$ cat src/mlfq_pkg.sv
`default_nettype none

package mlfq_pkg;

  localparam int LEVELS_DEF    = 4;
  localparam int MAX_PROCS_DEF = 16;

  localparam int ID_W       = 4;
  localparam int ID_SLOTS   = 16;
  localparam int TIME_W     = 16;
  localparam int SLICE_W    = 8;
  localparam int LVL_W      = 2;
  localparam int CODE_W     = 3;
  localparam int CNT_W      = 3;
  localparam int SLICE_REGS = 4;
  localparam int CFG_IDX_W  = 3;
  localparam int CFG_DATA_W = 8;

  // reset values of the configuration registers
  localparam logic [CNT_W-1:0]   LEVEL_COUNT_RST = 3'd4;
  localparam logic [SLICE_W-1:0] SLICE0_RST      = 8'd1;
  localparam logic [SLICE_W-1:0] SLICE1_RST      = 8'd2;
  localparam logic [SLICE_W-1:0] SLICE2_RST      = 8'd4;
  localparam logic [SLICE_W-1:0] SLICE3_RST      = 8'd8;

  typedef enum logic [CODE_W-1:0] {
    EV_IDLE   = 3'd0,
    EV_ADDED  = 3'd1,
    EV_REJECT = 3'd2,
    EV_RUN    = 3'd3,
    EV_FINISH = 3'd4,
    EV_MOVED  = 3'd5
  } event_code_t;

  typedef enum logic {
    OP_TICK = 1'b0,
    OP_ADD  = 1'b1
  } op_t;

  typedef enum logic [CFG_IDX_W-1:0] {
    CFG_LEVEL_COUNT = 3'd0,
    CFG_SLICE0      = 3'd1,
    CFG_SLICE1      = 3'd2,
    CFG_SLICE2      = 3'd3,
    CFG_SLICE3      = 3'd4
  } cfg_reg_t;

  // per level queue control and status
  typedef struct packed {
    logic            push;
    logic            pop;
    logic [ID_W-1:0] push_id;
  } fifo_ctl_t;

  typedef struct packed {
    logic            empty;
    logic            full;
    logic [ID_W-1:0] head_id;
  } fifo_sts_t;

endpackage

`default_nettype wire

$ cat src/mlfq_ifs.sv
`default_nettype none

interface mlfq_cmd_if;
  logic                        valid;
  logic                        ready;
  logic                        operation;
  logic [mlfq_pkg::ID_W-1:0]   proc_id;
  logic [mlfq_pkg::TIME_W-1:0] need_time;

  modport source (output valid, operation, proc_id, need_time, input ready);
  modport sink   (input valid, operation, proc_id, need_time, output ready);
endinterface

interface mlfq_evt_if;
  logic                        valid;
  logic                        ready;
  logic [mlfq_pkg::CODE_W-1:0] event_code;
  logic [mlfq_pkg::ID_W-1:0]   event_proc;
  logic [mlfq_pkg::LVL_W-1:0]  event_level;
  logic [mlfq_pkg::TIME_W-1:0] used_time;
  logic [mlfq_pkg::TIME_W-1:0] remaining_time;

  modport source (output valid, event_code, event_proc, event_level, used_time,
                  remaining_time, input ready);
  modport sink   (input valid, event_code, event_proc, event_level, used_time,
                  remaining_time, output ready);
endinterface

interface mlfq_cfg_if;
  logic                            valid;
  logic                            ready;
  logic [mlfq_pkg::CFG_IDX_W-1:0]  index;
  logic [mlfq_pkg::CFG_DATA_W-1:0] data;

  modport source (output valid, index, data, input ready);
  modport sink   (input valid, index, data, output ready);
endinterface

`default_nettype wire

$ cat src/mlfq_level_fifo.sv
`default_nettype none

module mlfq_level_fifo #(
  parameter int DEPTH = mlfq_pkg::MAX_PROCS_DEF
) (
  input  logic                clk,
  input  logic                rst,
  input  mlfq_pkg::fifo_ctl_t ctl,
  output mlfq_pkg::fifo_sts_t sts
);
  import mlfq_pkg::*;

  localparam int PTR_W  = (DEPTH > 1) ? $clog2(DEPTH) : 1;
  localparam int FILL_W = $clog2(DEPTH + 1);

  logic [ID_W-1:0]   entries [DEPTH];
  logic [PTR_W-1:0]  head;
  logic [PTR_W-1:0]  tail;
  logic [FILL_W-1:0] fill;
  logic [PTR_W-1:0]  head_next;
  logic [PTR_W-1:0]  tail_next;

  assign head_next = (head == PTR_W'(DEPTH - 1)) ? '0 : head + PTR_W'(1);
  assign tail_next = (tail == PTR_W'(DEPTH - 1)) ? '0 : tail + PTR_W'(1);

  assign sts.empty   = (fill == '0);
  assign sts.full    = (fill == FILL_W'(DEPTH));
  assign sts.head_id = entries[head];

  always_ff @(posedge clk) begin
    if (rst) begin
      head <= '0;
      tail <= '0;
      fill <= '0;
    end else begin
      if (ctl.pop) begin
        head <= head_next;
      end
      if (ctl.push) begin
        tail <= tail_next;
      end
      case ({ctl.push, ctl.pop})
        2'b10:   fill <= fill + FILL_W'(1);
        2'b01:   fill <= fill - FILL_W'(1);
        default: fill <= fill;
      endcase
    end
  end

  always_ff @(posedge clk) begin
    if (ctl.push) begin
      entries[tail] <= ctl.push_id;
    end
  end

  a_pop_not_empty: assert property (@(posedge clk) disable iff (rst)
    ctl.pop |-> !sts.empty)
    else $error("pop from empty level queue");

  a_push_not_full: assert property (@(posedge clk) disable iff (rst)
    (ctl.push && !ctl.pop) |-> !sts.full)
    else $error("push into full level queue");

  a_fill_range: assert property (@(posedge clk) disable iff (rst)
    fill <= FILL_W'(DEPTH))
    else $error("level queue fill out of range");

endmodule

`default_nettype wire

$ cat src/multilevel_feedback_scheduler_top.sv
`default_nettype none

// multilevel feedback queue scheduler
// cmd: one item per transfer; operation add enqueues proc_id with need_time at
//   the tail of level 0, operation tick dispatches the head of the lowest numbered
//   non-empty level if nothing runs and lets the running process use one tick
// evt: exactly one event per cmd transfer, in order (idle, added, rejected,
//   ran, finished, moved) with the process, its level and its times
// cfg: register writes (level count, four slices), always ready; write only
//   while no command is in flight
// path: a cmd transfer is registered in the command register, then evaluated
//   combinationally into the event register, which drives evt.valid
// throughput: one item per cycle while evt takes each event; the whole scheduling
//   decision (priority pick over the level queues, per process store read, update)
//   sits between the command register and the event register
// when evt stalls the event register holds, the command register fills and
//   cmd.ready drops until the event is taken
// reset clears busy flags, queues, the running process and the config
//   registers to four levels with slices 1, 2, 4, 8; no clearing pass
module multilevel_feedback_scheduler_top #(
  parameter int LEVELS    = mlfq_pkg::LEVELS_DEF,
  parameter int MAX_PROCS = mlfq_pkg::MAX_PROCS_DEF
) (
  input  logic       clk,
  input  logic       rst,
  mlfq_cmd_if.sink   cmd,
  mlfq_evt_if.source evt,
  mlfq_cfg_if.sink   cfg
);
  import mlfq_pkg::*;

  localparam int LVL_CAP = (LEVELS < SLICE_REGS) ? LEVELS : SLICE_REGS;
  localparam int SEL_W   = (LEVELS > 1) ? $clog2(LEVELS) : 1;

  // configuration registers
  logic [CNT_W-1:0]   level_count;
  logic [SLICE_W-1:0] slice [SLICE_REGS];

  // command register
  logic              in_valid;
  op_t               in_op;
  logic [ID_W-1:0]   in_id;
  logic [TIME_W-1:0] in_need;

  // event register
  logic              out_valid;
  event_code_t       out_code;
  logic [ID_W-1:0]   out_proc;
  logic [LVL_W-1:0]  out_level;
  logic [TIME_W-1:0] out_used;
  logic [TIME_W-1:0] out_rem;

  // scheduler state
  logic [ID_SLOTS-1:0] busy;
  logic                running_valid;
  logic [ID_W-1:0]     running_proc;
  logic [SLICE_W-1:0]  slice_count;

  // per process stores, undefined until an add writes them
  logic [TIME_W-1:0] rem_store   [ID_SLOTS];
  logic [TIME_W-1:0] used_store  [ID_SLOTS];
  logic [LVL_W-1:0]  level_store [ID_SLOTS];

  // level queues
  fifo_ctl_t fifo_ctl [LEVELS];
  fifo_sts_t fifo_sts [LEVELS];

  // combinational decision
  logic               advance;
  logic               is_add;
  logic               is_tick;
  logic               add_ok;
  logic               add_fire;
  logic               found;
  logic [SEL_W-1:0]   sel;
  logic [ID_W-1:0]    p;
  logic [LVL_W-1:0]   cur_level;
  logic [TIME_W-1:0]  cur_rem;
  logic [TIME_W-1:0]  cur_used;
  logic [TIME_W-1:0]  used_inc;
  logic [TIME_W-1:0]  rem_dec;
  logic [SLICE_W-1:0] slice_base;
  logic [SLICE_W-1:0] slice_inc;
  logic [SLICE_W-1:0] slice_eff;
  logic [CNT_W-1:0]   n_use;
  logic [CNT_W-1:0]   lvl_plus;
  logic [LVL_W-1:0]   next_lvl;
  logic               tick_fire;
  logic               pop_fire;
  logic               finish;
  logic               expire;
  logic               push_fire;
  logic [LEVELS-1:0]  pop_vec;

  event_code_t       code_next;
  logic [ID_W-1:0]   proc_next;
  logic [LVL_W-1:0]  level_next;
  logic [TIME_W-1:0] used_next;
  logic [TIME_W-1:0] rem_next;

  // handshakes: the command register empties whenever the event register can take
  assign advance   = in_valid && (!out_valid || evt.ready);
  assign cmd.ready = !in_valid || advance;
  assign cfg.ready = 1'b1;

  assign evt.valid          = out_valid;
  assign evt.event_code     = out_code;
  assign evt.event_proc     = out_proc;
  assign evt.event_level    = out_level;
  assign evt.used_time      = out_used;
  assign evt.remaining_time = out_rem;

  assign is_add  = advance && (in_op == OP_ADD);
  assign is_tick = advance && (in_op == OP_TICK);

  // add path: id free, in range, level 0 has room
  assign add_ok   = !busy[in_id] && (int'(in_id) < MAX_PROCS) && !fifo_sts[0].full;
  assign add_fire = is_add && add_ok;

  // levels in use: zero acts as one, capped at the number of queues and slice registers
  always_comb begin
    if (level_count == '0) begin
      n_use = CNT_W'(1);
    end else if (level_count > CNT_W'(LVL_CAP)) begin
      n_use = CNT_W'(LVL_CAP);
    end else begin
      n_use = level_count;
    end
  end

  // priority pick, lowest level number wins
  always_comb begin
    found = 1'b0;
    sel   = '0;
    for (int l = LEVELS - 1; l >= 0; l--) begin
      if (!fifo_sts[l].empty) begin
        found = 1'b1;
        sel   = SEL_W'(l);
      end
    end
  end

  // running process, or the one being dispatched now
  assign p         = running_valid ? running_proc : fifo_sts[sel].head_id;
  assign cur_level = running_valid ? level_store[p] : LVL_W'(sel);
  assign cur_rem   = rem_store[p];
  assign cur_used  = used_store[p];

  // one tick of work, both times saturate
  assign used_inc   = (cur_used != '1) ? cur_used + TIME_W'(1) : cur_used;
  assign rem_dec    = (cur_rem != '0) ? cur_rem - TIME_W'(1) : '0;
  assign slice_base = running_valid ? slice_count : '0;
  assign slice_inc  = (slice_base != '1) ? slice_base + SLICE_W'(1) : slice_base;
  assign slice_eff  = (slice[cur_level] == '0) ? SLICE_W'(1) : slice[cur_level];

  assign finish = (rem_dec == '0);
  assign expire = !finish && (slice_inc >= slice_eff);

  // demotion target, the last level in use keeps round robin
  assign lvl_plus = CNT_W'(cur_level) + CNT_W'(1);
  assign next_lvl = (lvl_plus < n_use) ? LVL_W'(lvl_plus) : LVL_W'(n_use - CNT_W'(1));

  assign tick_fire = is_tick && (running_valid || found);
  assign pop_fire  = is_tick && !running_valid && found;

  // push on expiry; room is guaranteed if the same queue pops this cycle
  always_comb begin
    push_fire = 1'b0;
    for (int l = 0; l < LEVELS; l++) begin
      if (int'(next_lvl) == l) begin
        push_fire = tick_fire && expire &&
                    (!fifo_sts[l].full || (pop_fire && (int'(sel) == l)));
      end
    end
  end

  always_comb begin
    for (int l = 0; l < LEVELS; l++) begin
      fifo_ctl[l] = '0;
      if (add_fire && (l == 0)) begin
        fifo_ctl[l].push    = 1'b1;
        fifo_ctl[l].push_id = in_id;
      end
      if (push_fire && (int'(next_lvl) == l)) begin
        fifo_ctl[l].push    = 1'b1;
        fifo_ctl[l].push_id = p;
      end
      if (pop_fire && (int'(sel) == l)) begin
        fifo_ctl[l].pop = 1'b1;
      end
      pop_vec[l] = fifo_ctl[l].pop;
    end
  end

  for (genvar g = 0; g < LEVELS; g++) begin : g_level
    mlfq_level_fifo #(
      .DEPTH(MAX_PROCS)
    ) u_fifo (
      .clk(clk),
      .rst(rst),
      .ctl(fifo_ctl[g]),
      .sts(fifo_sts[g])
    );
  end

  // event contents
  always_comb begin
    code_next  = EV_IDLE;
    proc_next  = '0;
    level_next = '0;
    used_next  = '0;
    rem_next   = '0;
    if (in_op == OP_ADD) begin
      proc_next = in_id;
      if (add_ok) begin
        code_next = EV_ADDED;
        rem_next  = in_need;
      end else begin
        code_next = EV_REJECT;
      end
    end else if (running_valid || found) begin
      proc_next = p;
      used_next = used_inc;
      if (finish) begin
        code_next  = EV_FINISH;
        level_next = cur_level;
      end else if (expire) begin
        code_next  = EV_MOVED;
        level_next = next_lvl;
        rem_next   = rem_dec;
      end else begin
        code_next  = EV_RUN;
        level_next = cur_level;
        rem_next   = rem_dec;
      end
    end
  end

  // control state and config
  always_ff @(posedge clk) begin
    if (rst) begin
      in_valid      <= 1'b0;
      out_valid     <= 1'b0;
      busy          <= '0;
      running_valid <= 1'b0;
      running_proc  <= '0;
      slice_count   <= '0;
      level_count   <= LEVEL_COUNT_RST;
      slice[0]      <= SLICE0_RST;
      slice[1]      <= SLICE1_RST;
      slice[2]      <= SLICE2_RST;
      slice[3]      <= SLICE3_RST;
    end else begin
      if (cmd.valid && cmd.ready) begin
        in_valid <= 1'b1;
      end else if (advance) begin
        in_valid <= 1'b0;
      end

      if (advance) begin
        out_valid <= 1'b1;
      end else if (evt.ready) begin
        out_valid <= 1'b0;
      end

      if (add_fire) begin
        busy[in_id] <= 1'b1;
      end

      if (tick_fire) begin
        if (finish) begin
          busy[p]       <= 1'b0;
          running_valid <= 1'b0;
          slice_count   <= '0;
        end else if (expire) begin
          running_valid <= 1'b0;
          slice_count   <= '0;
        end else begin
          running_valid <= 1'b1;
          running_proc  <= p;
          slice_count   <= slice_inc;
        end
      end

      if (cfg.valid && cfg.ready) begin
        unique case (cfg_reg_t'(cfg.index))
          CFG_LEVEL_COUNT: level_count <= cfg.data[CNT_W-1:0];
          CFG_SLICE0:      slice[0]    <= cfg.data[SLICE_W-1:0];
          CFG_SLICE1:      slice[1]    <= cfg.data[SLICE_W-1:0];
          CFG_SLICE2:      slice[2]    <= cfg.data[SLICE_W-1:0];
          CFG_SLICE3:      slice[3]    <= cfg.data[SLICE_W-1:0];
          default:         ;
        endcase
      end
    end
  end

  // payload registers and per process stores
  always_ff @(posedge clk) begin
    if (cmd.valid && cmd.ready) begin
      in_op   <= op_t'(cmd.operation);
      in_id   <= cmd.proc_id;
      in_need <= cmd.need_time;
    end

    if (advance) begin
      out_code  <= code_next;
      out_proc  <= proc_next;
      out_level <= level_next;
      out_used  <= used_next;
      out_rem   <= rem_next;
    end

    if (add_fire) begin
      rem_store[in_id]   <= in_need;
      used_store[in_id]  <= '0;
      level_store[in_id] <= '0;
    end

    if (tick_fire) begin
      rem_store[p]   <= rem_dec;
      used_store[p]  <= used_inc;
      level_store[p] <= expire ? next_lvl : cur_level;
    end
  end

  a_running_busy: assert property (@(posedge clk) disable iff (rst)
    running_valid |-> busy[running_proc])
    else $error("running process not marked busy");

  a_single_pop: assert property (@(posedge clk) disable iff (rst)
    $onehot0(pop_vec))
    else $error("more than one level dispatched");

  a_finished_free: assert property (@(posedge clk) disable iff (rst)
    (out_valid && (out_code == EV_FINISH)) |-> !busy[out_proc])
    else $error("finished process still busy");

endmodule

`default_nettype wire

$ cat src/flat_wrapper.sv
// flat-port wrapper written by rule: the top's interface ports become plain ports
module multilevel_feedback_scheduler_top_flat import mlfq_pkg::*;
#(
  parameter int LEVELS    = mlfq_pkg::LEVELS_DEF,
  parameter int MAX_PROCS = mlfq_pkg::MAX_PROCS_DEF
)
  (clk, rst, cmd_valid, cmd_operation, cmd_proc_id, cmd_need_time, cmd_ready, evt_valid, evt_event_code, evt_event_proc, evt_event_level, evt_used_time, evt_remaining_time, evt_ready, cfg_valid, cfg_index, cfg_data, cfg_ready);
  mlfq_cmd_if cmd_i ();
  mlfq_evt_if evt_i ();
  mlfq_cfg_if cfg_i ();
  input  logic clk;
  input  logic rst;
  input wire logic [$bits(cmd_i.valid)-1:0] cmd_valid;
  input wire logic [$bits(cmd_i.operation)-1:0] cmd_operation;
  input wire logic [$bits(cmd_i.proc_id)-1:0] cmd_proc_id;
  input wire logic [$bits(cmd_i.need_time)-1:0] cmd_need_time;
  output wire logic [$bits(cmd_i.ready)-1:0] cmd_ready;
  output wire logic [$bits(evt_i.valid)-1:0] evt_valid;
  output wire logic [$bits(evt_i.event_code)-1:0] evt_event_code;
  output wire logic [$bits(evt_i.event_proc)-1:0] evt_event_proc;
  output wire logic [$bits(evt_i.event_level)-1:0] evt_event_level;
  output wire logic [$bits(evt_i.used_time)-1:0] evt_used_time;
  output wire logic [$bits(evt_i.remaining_time)-1:0] evt_remaining_time;
  input wire logic [$bits(evt_i.ready)-1:0] evt_ready;
  input wire logic [$bits(cfg_i.valid)-1:0] cfg_valid;
  input wire logic [$bits(cfg_i.index)-1:0] cfg_index;
  input wire logic [$bits(cfg_i.data)-1:0] cfg_data;
  output wire logic [$bits(cfg_i.ready)-1:0] cfg_ready;
  assign cmd_i.valid = cmd_valid;
  assign cmd_i.operation = cmd_operation;
  assign cmd_i.proc_id = cmd_proc_id;
  assign cmd_i.need_time = cmd_need_time;
  assign cmd_ready = cmd_i.ready;
  assign evt_valid = evt_i.valid;
  assign evt_event_code = evt_i.event_code;
  assign evt_event_proc = evt_i.event_proc;
  assign evt_event_level = evt_i.event_level;
  assign evt_used_time = evt_i.used_time;
  assign evt_remaining_time = evt_i.remaining_time;
  assign evt_i.ready = evt_ready;
  assign cfg_i.valid = cfg_valid;
  assign cfg_i.index = cfg_index;
  assign cfg_i.data = cfg_data;
  assign cfg_ready = cfg_i.ready;
  multilevel_feedback_scheduler_top #(.LEVELS(LEVELS), .MAX_PROCS(MAX_PROCS)) u_core (.clk(clk), .rst(rst), .cmd(cmd_i), .evt(evt_i), .cfg(cfg_i));
endmodule
$ cat config.mk
export PLATFORM = sky130hd
export DESIGN_NAME = multilevel_feedback_scheduler_top_flat
export DESIGN_NICKNAME = d
export VERILOG_FILES = /design/src/mlfq_pkg.sv /design/src/mlfq_ifs.sv /design/src/mlfq_level_fifo.sv /design/src/multilevel_feedback_scheduler_top.sv /design/src/flat_wrapper.sv
export SDC_FILE = /design/constraint.sdc
export NUM_CORES = 1
export LEC_CHECK = 0
export ABC_AREA = 1
export BUFFER_PORTS_ARGS = -buffer_cell sky130_fd_sc_hd__buf_2
export CORE_UTILIZATION = 35
export DETAILED_ROUTE_END_ITERATION = 12
export PLACE_DENSITY_LB_ADDON = 0.3
export SLEW_MARGIN = 20
export SYNTH_ARGS = -nofsm -noshare
export SYNTH_HDL_FRONTEND = slang
export SYNTH_SLANG_ARGS = --single-unit
$ cat constraint.sdc
create_clock -name clk -period 7.8 [get_ports clk]
set_clock_uncertainty 0.1 [all_clocks]
set_input_delay 1.56 -clock clk [delete_from_list [all_inputs] [get_ports clk]]
set_output_delay 1.56 -clock clk [all_outputs]
set_load 0.01 [all_outputs]
; ---- After elaboration in Yosys (flattened, before gate mapping)
; Memory sizes are Yosys's and may differ from the RTL's. A register that Yosys moved wholly into a read port is not among the register bits.
; Index checks and enable logic that the tools add are counted.
[classes]
add_sub_neg = 21
order_cmp = 8
n_eq_ne = 32
muxes = 132
n_bitwise = 12
reduce_logical = 64
[ops]
columns = op, n
row1 = $mux 16, 12
row2 = $mux 4, 29
row3 = $mux 8, 9
row4 = $mux 1, 58
row5 = $pmux 5 s2, 4
row6 = $add 4x1->4 const B, 8
row7 = $eq 4x4->1 const B, 8
row8 = $reduce_or 16->1, 2
row9 = $logic_and 1x1->1, 25
row10 = $add 5x1->5 const B, 4
row11 = $eq 5x5->1 const B, 4
row12 = $logic_not 5->1, 4
row13 = $mux 2, 10
row14 = $sub 5x1->5 const B, 4
row15 = $mux 3, 6
row16 = $add 16x1->16 const B, 1
row17 = $and 16x16->16, 1
row18 = $eq 2x2->1 const B, 8
row19 = $logic_not 16->1, 1
row20 = $ne 16x16->1 const B, 1
row21 = $not 16->16, 1
row22 = $or 16x16->16, 1
row23 = $reduce_bool 16->1, 1
row24 = $sub 16x1->16 const B, 1
row25 = other kinds (29), 66
[totals]
ff_bits = 148
ram_bits = 832
input_bits = 37
out_inout_bits = 44
n_memories = 8
[mem_list]
columns = memory, words, word_bits, rd, rd_clocked_by_memory_dff, write_ports, line
row1 = u_core.rem_store, 16, 16, 1, 0, 1, multilevel_feedback_scheduler_top.sv:60  ; logic [TIME_W-1:0] rem_store [ID_SLOTS];
row2 = u_core.used_store, 16, 16, 1, 0, 1, multilevel_feedback_scheduler_top.sv:61  ; logic [TIME_W-1:0] used_store [ID_SLOTS];
row3 = u_core.g_level[0].u_fifo.entries, 16, 4, 1, 1, 1, mlfq_level_fifo.sv:16  ; logic [ID_W-1:0] entries [DEPTH];
row4 = u_core.g_level[1].u_fifo.entries, 16, 4, 1, 1, 1, mlfq_level_fifo.sv:16
row5 = u_core.g_level[2].u_fifo.entries, 16, 4, 1, 1, 1, mlfq_level_fifo.sv:16
row6 = u_core.g_level[3].u_fifo.entries, 16, 4, 1, 1, 1, mlfq_level_fifo.sv:16
row7 = +2 memories, -, -, -, -, -, -

; ---- Logic depth before layout (Yosys ltp)
; An unclocked memory read counts as a cell.
[depth]
ltp_word = 27
ltp_mapped = 51
ltp_nobuf = 46

; ---- Cells and area by module
; From an unflattened synthesis, not the netlist that was laid out.
[hier_totals]
cells_unflattened = 4183
area_unflattened_um2 = 44372.6
[by_module_without_submodules]
columns = module, n_inst, cells_each, area_each_um2, seq_area_each_um2
row1 = multilevel_feedback_scheduler_top, 1, 2839, 29828.6, 19839.0
row2 = mlfq_level_fifo, 4, 336, 3636.0, 2262.2

; ---- Worst setup path before layout
; No wires, ideal clock.
[synth_timing]
path_kind = register to register
start = reg u_core.g_level[0].u_fifo.fill[0]
end = reg u_core.g_level[1].u_fifo.fill[4]
setup_ns = 0.119
arrival_time_ns = 5.982
setup_slack_ns = 1.598
path_stages_with_launch = 49
n_path_buf = 3
period_less_slack_ns = 6.202
path_cell_list = dfxtp_1 nor2_2 nand3_2 nor2_2 nand2_2 a21oi_4 nand2_1 nand2_1 nand2_2 nand3_2 buf_4 buf_6 inv_2 nor2_1 inv_2 o22ai_1 o21ai_0 nand2_1 [13 not listed] a21oi_1 o21ai_0 nand2_1 and3_1 inv_1 nand2_2 nor2_4 nand4_2 ha_1 fa_1 a21o_1 a21oi_1 inv_1 o21ai_0 a21oi_1 or2_2 nand2_1 a21oi_1
[synth_between]
elab_chain_cells = 24
[synth_rtl]
columns = element, line
row1 = start: declaration, mlfq_level_fifo.sv:19  ; logic [FILL_W-1:0] fill;
row2 = start signal: assignment, mlfq_level_fifo.sv:43  ; 2'b10: fill <= fill + FILL_W'(1);
row3 = start signal: assignment, mlfq_level_fifo.sv:44  ; 2'b01: fill <= fill - FILL_W'(1);
row4 = start signal: assignment, mlfq_level_fifo.sv:45  ; default: fill <= fill;
row5 = $logic_not 5->1, mlfq_level_fifo.sv:26  ; assign sts.empty = (fill == '0);
row6 = $mux 2, multilevel_feedback_scheduler_top.sv:136  ; if (!fifo_sts[l].empty) begin
row7 = $not 2->3 (not written as such), multilevel_feedback_scheduler_top.sv:144  ; assign p = running_valid ? running_proc : fifo_sts[sel].head_id;
row8 = $bmux 6 s2, multilevel_feedback_scheduler_top.sv:144
row9 = $mux 4 (not written as such) (2 in series), multilevel_feedback_scheduler_top.sv:144
row10 = $mux 4, multilevel_feedback_scheduler_top.sv:144
row11 = $mem_v2 16x2, -
row12 = $mux 2, multilevel_feedback_scheduler_top.sv:145  ; assign cur_level = running_valid ? level_store[p] : LVL_W'(sel);
row13 = [3 not listed], -
row14 = $ge 8x8->1, multilevel_feedback_scheduler_top.sv:157  ; assign expire = !finish && (slice_inc >= slice_eff);
row15 = $logic_and 1x1->1, multilevel_feedback_scheduler_top.sv:157
row16 = $logic_and 1x1->1 (2 in series), multilevel_feedback_scheduler_top.sv:171  ; push_fire = tick_fire && expire &&
row17 = $mux 1 (4 in series), multilevel_feedback_scheduler_top.sv:170  ; if (int'(next_lvl) == l) begin
row18 = $logic_and 1x1->1, multilevel_feedback_scheduler_top.sv:184  ; if (push_fire && (int'(next_lvl) == l)) begin
row19 = $mux 1, multilevel_feedback_scheduler_top.sv:184
row20 = $eq 2x1->1 or $eq 2x2->1 (tied branches), mlfq_level_fifo.sv:42  ; case ({ctl.push, ctl.pop})
row21 = $pmux 5 s2 or $reduce_bool 2->1 (tied branches), -
row22 = end signal: assignment, mlfq_level_fifo.sv:43
row23 = end signal: assignment, mlfq_level_fifo.sv:44
row24 = end signal: assignment, mlfq_level_fifo.sv:45
row25 = end: declaration, mlfq_level_fifo.sv:19
; Parallel ways exist; a longest one is shown, timed or not. The select of a mux whose other input is x is not followed.
; A chain may end at the register's enable or synchronous reset.

==> flow_metrics.py <==
metrics = {
    "global_routing": {
        "grt_pass1_wl_mm": 182,
        "grt_usage": 0.186,
        "grt_antenna_before_repair": 2,
        "grt_pass1_vias": 29737,
        "grt_max_degree": 162,
        "overflow": 0,
    },
    "synthesis": {
        "syn_avg_cell_area_um2": 10.4,
        "synth-seq-area-share": 0.657,
        "synth_commonest_cells": "nand2_1, edfxtp_1, nand3_1, nor2_1, inv_1",
        "synth-seq-cells": 996,
        "synth_area_leaders": "edfxtp_1, nand2_1, nand3_1, dfxtp_1, nor2_1",
        "synth_top_cell_area_share": 0.611,
        "yosysTopAreaCell": "edfxtp_1",
        "yosysMostFrequentCell": "nand2_1",
        "synth_edf_count": 894,
        "synthesis.nets": 4301,
        "syn-instance-count": 4210,
        "syn-cell-area_mm2": 0.0440,
        "netlist-cell-type-count": 54,
        "yosys_warnings": 0,
        "synth_ff_type": "edfxtp_1",
        "async_flop_share": 0,
    },
    "floorplan": {
        "fp.dieH_um": 356,
        "die_area_mm2": 0.127,
        "die_w_um": 356,
        "io_pins": 81,
        "start_util": 0.354,
        "rows": 129,
        "core_area_mm2": 0.124,
    },
    "setup_path": {
        "reg2reg_slack_ns": 0.66,
        "rr_worst_depth": 36,
        "setup.worst_path.start_class": "register",
        "arrival_ns": 7.63,
        "crit_slowest_cell": "buf_12",
        "endpoint": "u_core.g_level[0].u_fifo.fill[4]$_SDFFE_PP0P_",
        "timing.rr.end": "u_core.g_level[0].u_fifo.fill[4]$_SDFFE_PP0P_",
        "worstSetupEndpointType": "register",
        "crit_fanout": 161,
        "cp_slowest_stage_delay_ns": 0.52,
        "cp_data_required_time_ns": 8.29,
        "crit_top_cell": "nand2_1",
        "critPathKind": "register to register",
    },
    "sta": {
        "period_share": 0.916,
        "slew_headroom": 0.281,
        "hold_viol": 0,
        "setup_viol": 0,
        "fmax_ghz": 0.140,
        "min_period_ns": 7.14,
        "tns_ns": 0,
        "fin_ws_ns": 0.659,
        "worst_pin_slew_ns": 1.07,
        "slew_violations": 0,
        "whs_ns": 0.364,
    },
    "placed_design": {
        "dpl.hpwl_mm": 73.4,
        "gp_congestion": 0.900,
        "pre_cts_slack_ns": 0.662,
        "io_buffers": 79,
    },
    "min_path": {
        "min_path_type": "register to register",
    },
    "final_layout": {
        "drive_gt1_frac": 0.103,
        "syn_to_final_growth_pct": 13.7,
        "nets": 4398,
    },
    "routing": {
        "dr_total_vias": 31007,
        "drt.antenna.violating_nets": 0,
        "wl_mm": 119,
        "route.detailed.wl_per_inst_um": 19.8,
        "initialDrtViolationCount": 2804,
        "routed_via_density": 5.14,
        "drc_errors": 0,
        "firstDrtPassIters": 5,
    },
    "clock_tree": {
        "path_clk_slew_ns": 0.06,
        "cts_buffer_depth": 3,
        "clock_latency_ns": 0.72,
        "cts_htree_levels": 3,
        "numCtsBuffers": 105,
        "cts_tree": "built",
        "cts.sinks": 996,
        "holdBufCountCts": 0,
        "cts-root-buf": "clkbuf_16",
    },
    "power": {
        "power_mw": 12.2,
        "p_leak_nw": 19.3,
        "pwr_density_cell_mw_per_mm2": 245,
        "peakVddDrop_v": 0.000216,
    },
    "outcome": {
        "status": "finished clean",
    },
    "run": {
        "maxCapViolations": 0,
    },
}
-- cells by family (layout without fill, tap and decap cells) --
| logic type | after synthesis | count (layout) | synth area share |
|---|---|---|---|
| buf+inv | 537 | 723 | 0.0522 |
| xor+xnor | 31 | 31 | 0.00618 |
| flops | 996 | 996 | 0.657 |
| fa+ha+maj | 54 | 54 | 0.0161 |
| mux | 1 | 1 | 0.000228 |
| compound gates | 393 | 393 | 0.0528 |
| other cells | 1 | 3 | 0.0000853 |
| simple gates | 2197 | 2197 | 0.215 |
-- sequential cells by signal (all words and copies together), names as in the netlist, 20 cells and up, named ones only --
name	cells
u_core.rem_store	256
u_core.g_level.u_fifo.fill	20
u_core.slice	32
u_core.g_level.u_fifo.entries	256
u_core.level_store	32
u_core.used_store	256
-- where the power goes --
part / switching, mW / total (mW) / internal, mW
clock network: 2.16 / 5.04 / 2.88
registers: 0.0316 / 5.90 / 5.87
logic: 0.951 / 1.29 / 0.341
total: 3.15 / 12.2 / 9.09
-- metrics by stage --
step	cells	util	area, um2
3_5_place_dp	5834	0.374	46500
4_1_cts	6030	0.402	49900
5_1_grt	6033	0.403	50000
6_report	6035	0.403	50000
2_1_floorplan	4210	-	44000
3_3_place_gp	5833	0.374	46400
-- how the worst min path moves through the flow --
stage | startpoint | endpoint | slack [ns] | depth (start not counted)
finish | u_core.slice_count[6]$_SDFFE_PP0P_ | u_core.slice_count[6]$_SDFFE_PP0P_ | 0.36 | 2
floorplan | u_core.g_level[1].u_fifo.fill[4]$_SDFFE_PP0P_ | u_core.g_level[1].u_fifo.fill[4]$_SDFFE_PP0P_ | 0.33 | 1
CTS | u_core.running_proc[3]$_SDFFE_PP0P_ | u_core.running_proc[3]$_SDFFE_PP0P_ | 0.36 | 2
detailed placement | u_core.running_proc[3]$_SDFFE_PP0P_ | u_core.running_proc[3]$_SDFFE_PP0P_ | 0.35 | 2
global route | u_core.running_proc[3]$_SDFFE_PP0P_ | u_core.running_proc[3]$_SDFFE_PP0P_ | 0.38 | 2
global placement | u_core.slice_count[1]$_SDFFE_PP0P_ | u_core.slice_count[1]$_SDFFE_PP0P_ | 0.36 | 2
-- cell usage in the layout (no fill, tap or decap), types with 6 or more instances in the layout --
cell and instances:
nand2_1 1140, nor4_1 11, o22ai_1 25, clkinvlp_4 10, inv_2 18, ha_1 50, a31oi_1 22, nor2_4 24
a21oi_1 84, nor2_2 14, nand3_1 440, clkbuf_1 26, xor2_1 22, bufinv_16 7, edfxtp_1 894, clkbuf_8 6
nor2_1 345, nand4_1 157, inv_1 307, or2_2 6, clkbuf_16 109, buf_4 113, o211ai_1 15, o21ai_1 18
nor3_1 27, nand2_2 9, clkinv_2 19, xnor2_1 9, clkinv_1 10, o21ai_0 137, dfxtp_1 102, buf_2 79
a22oi_1 65
-- area by class of cell --
| type | count | area (um2) |
|---|---|---|
| inverter | 329 | 1240 |
| timing repair buffer | 198 | 1340 |
| antenna | 2 | 5.00 |
| multi-input combinational | 2677 | 13000 |
| clock inverter | 55 | 574 |
| fill | 11850 | 74100 |
| clock buffer | 141 | 2910 |
| tap | 1637 | 2050 |
| sequential | 996 | 28900 |
-- worst max-delay path, delay by kind of cell (launching register included) --
family / cells / cell delay, ns
AOI/OAI and AO/OA: 7 / 1.21
adders and majority gates: 3 / 0.92
buffers and inverters: 5 / 1.10
DFF: 1 / 0.31
and+or+nand+nor: 21 / 3.14
-- metal layers --
| layer | vias up | track usage | wire, um |
|---|---|---|---|
| li1 | 14784 | - | - |
| met1 | 15096 | 0.254 | 52400 |
| met2 | 954 | 0.305 | 56500 |
| met3 | 171 | 0.0302 | 7440 |
| met4 | 2 | 0.0541 | 3110 |
| met5 | - | 0 | 11 |
-- timing repair --
item,in CTS,in global routing
buffers inserted,0,3
endpoints found under the setup margin,0,4
gates resized for setup,0,5
No activity file was read; power rests on OpenSTA's default activity.
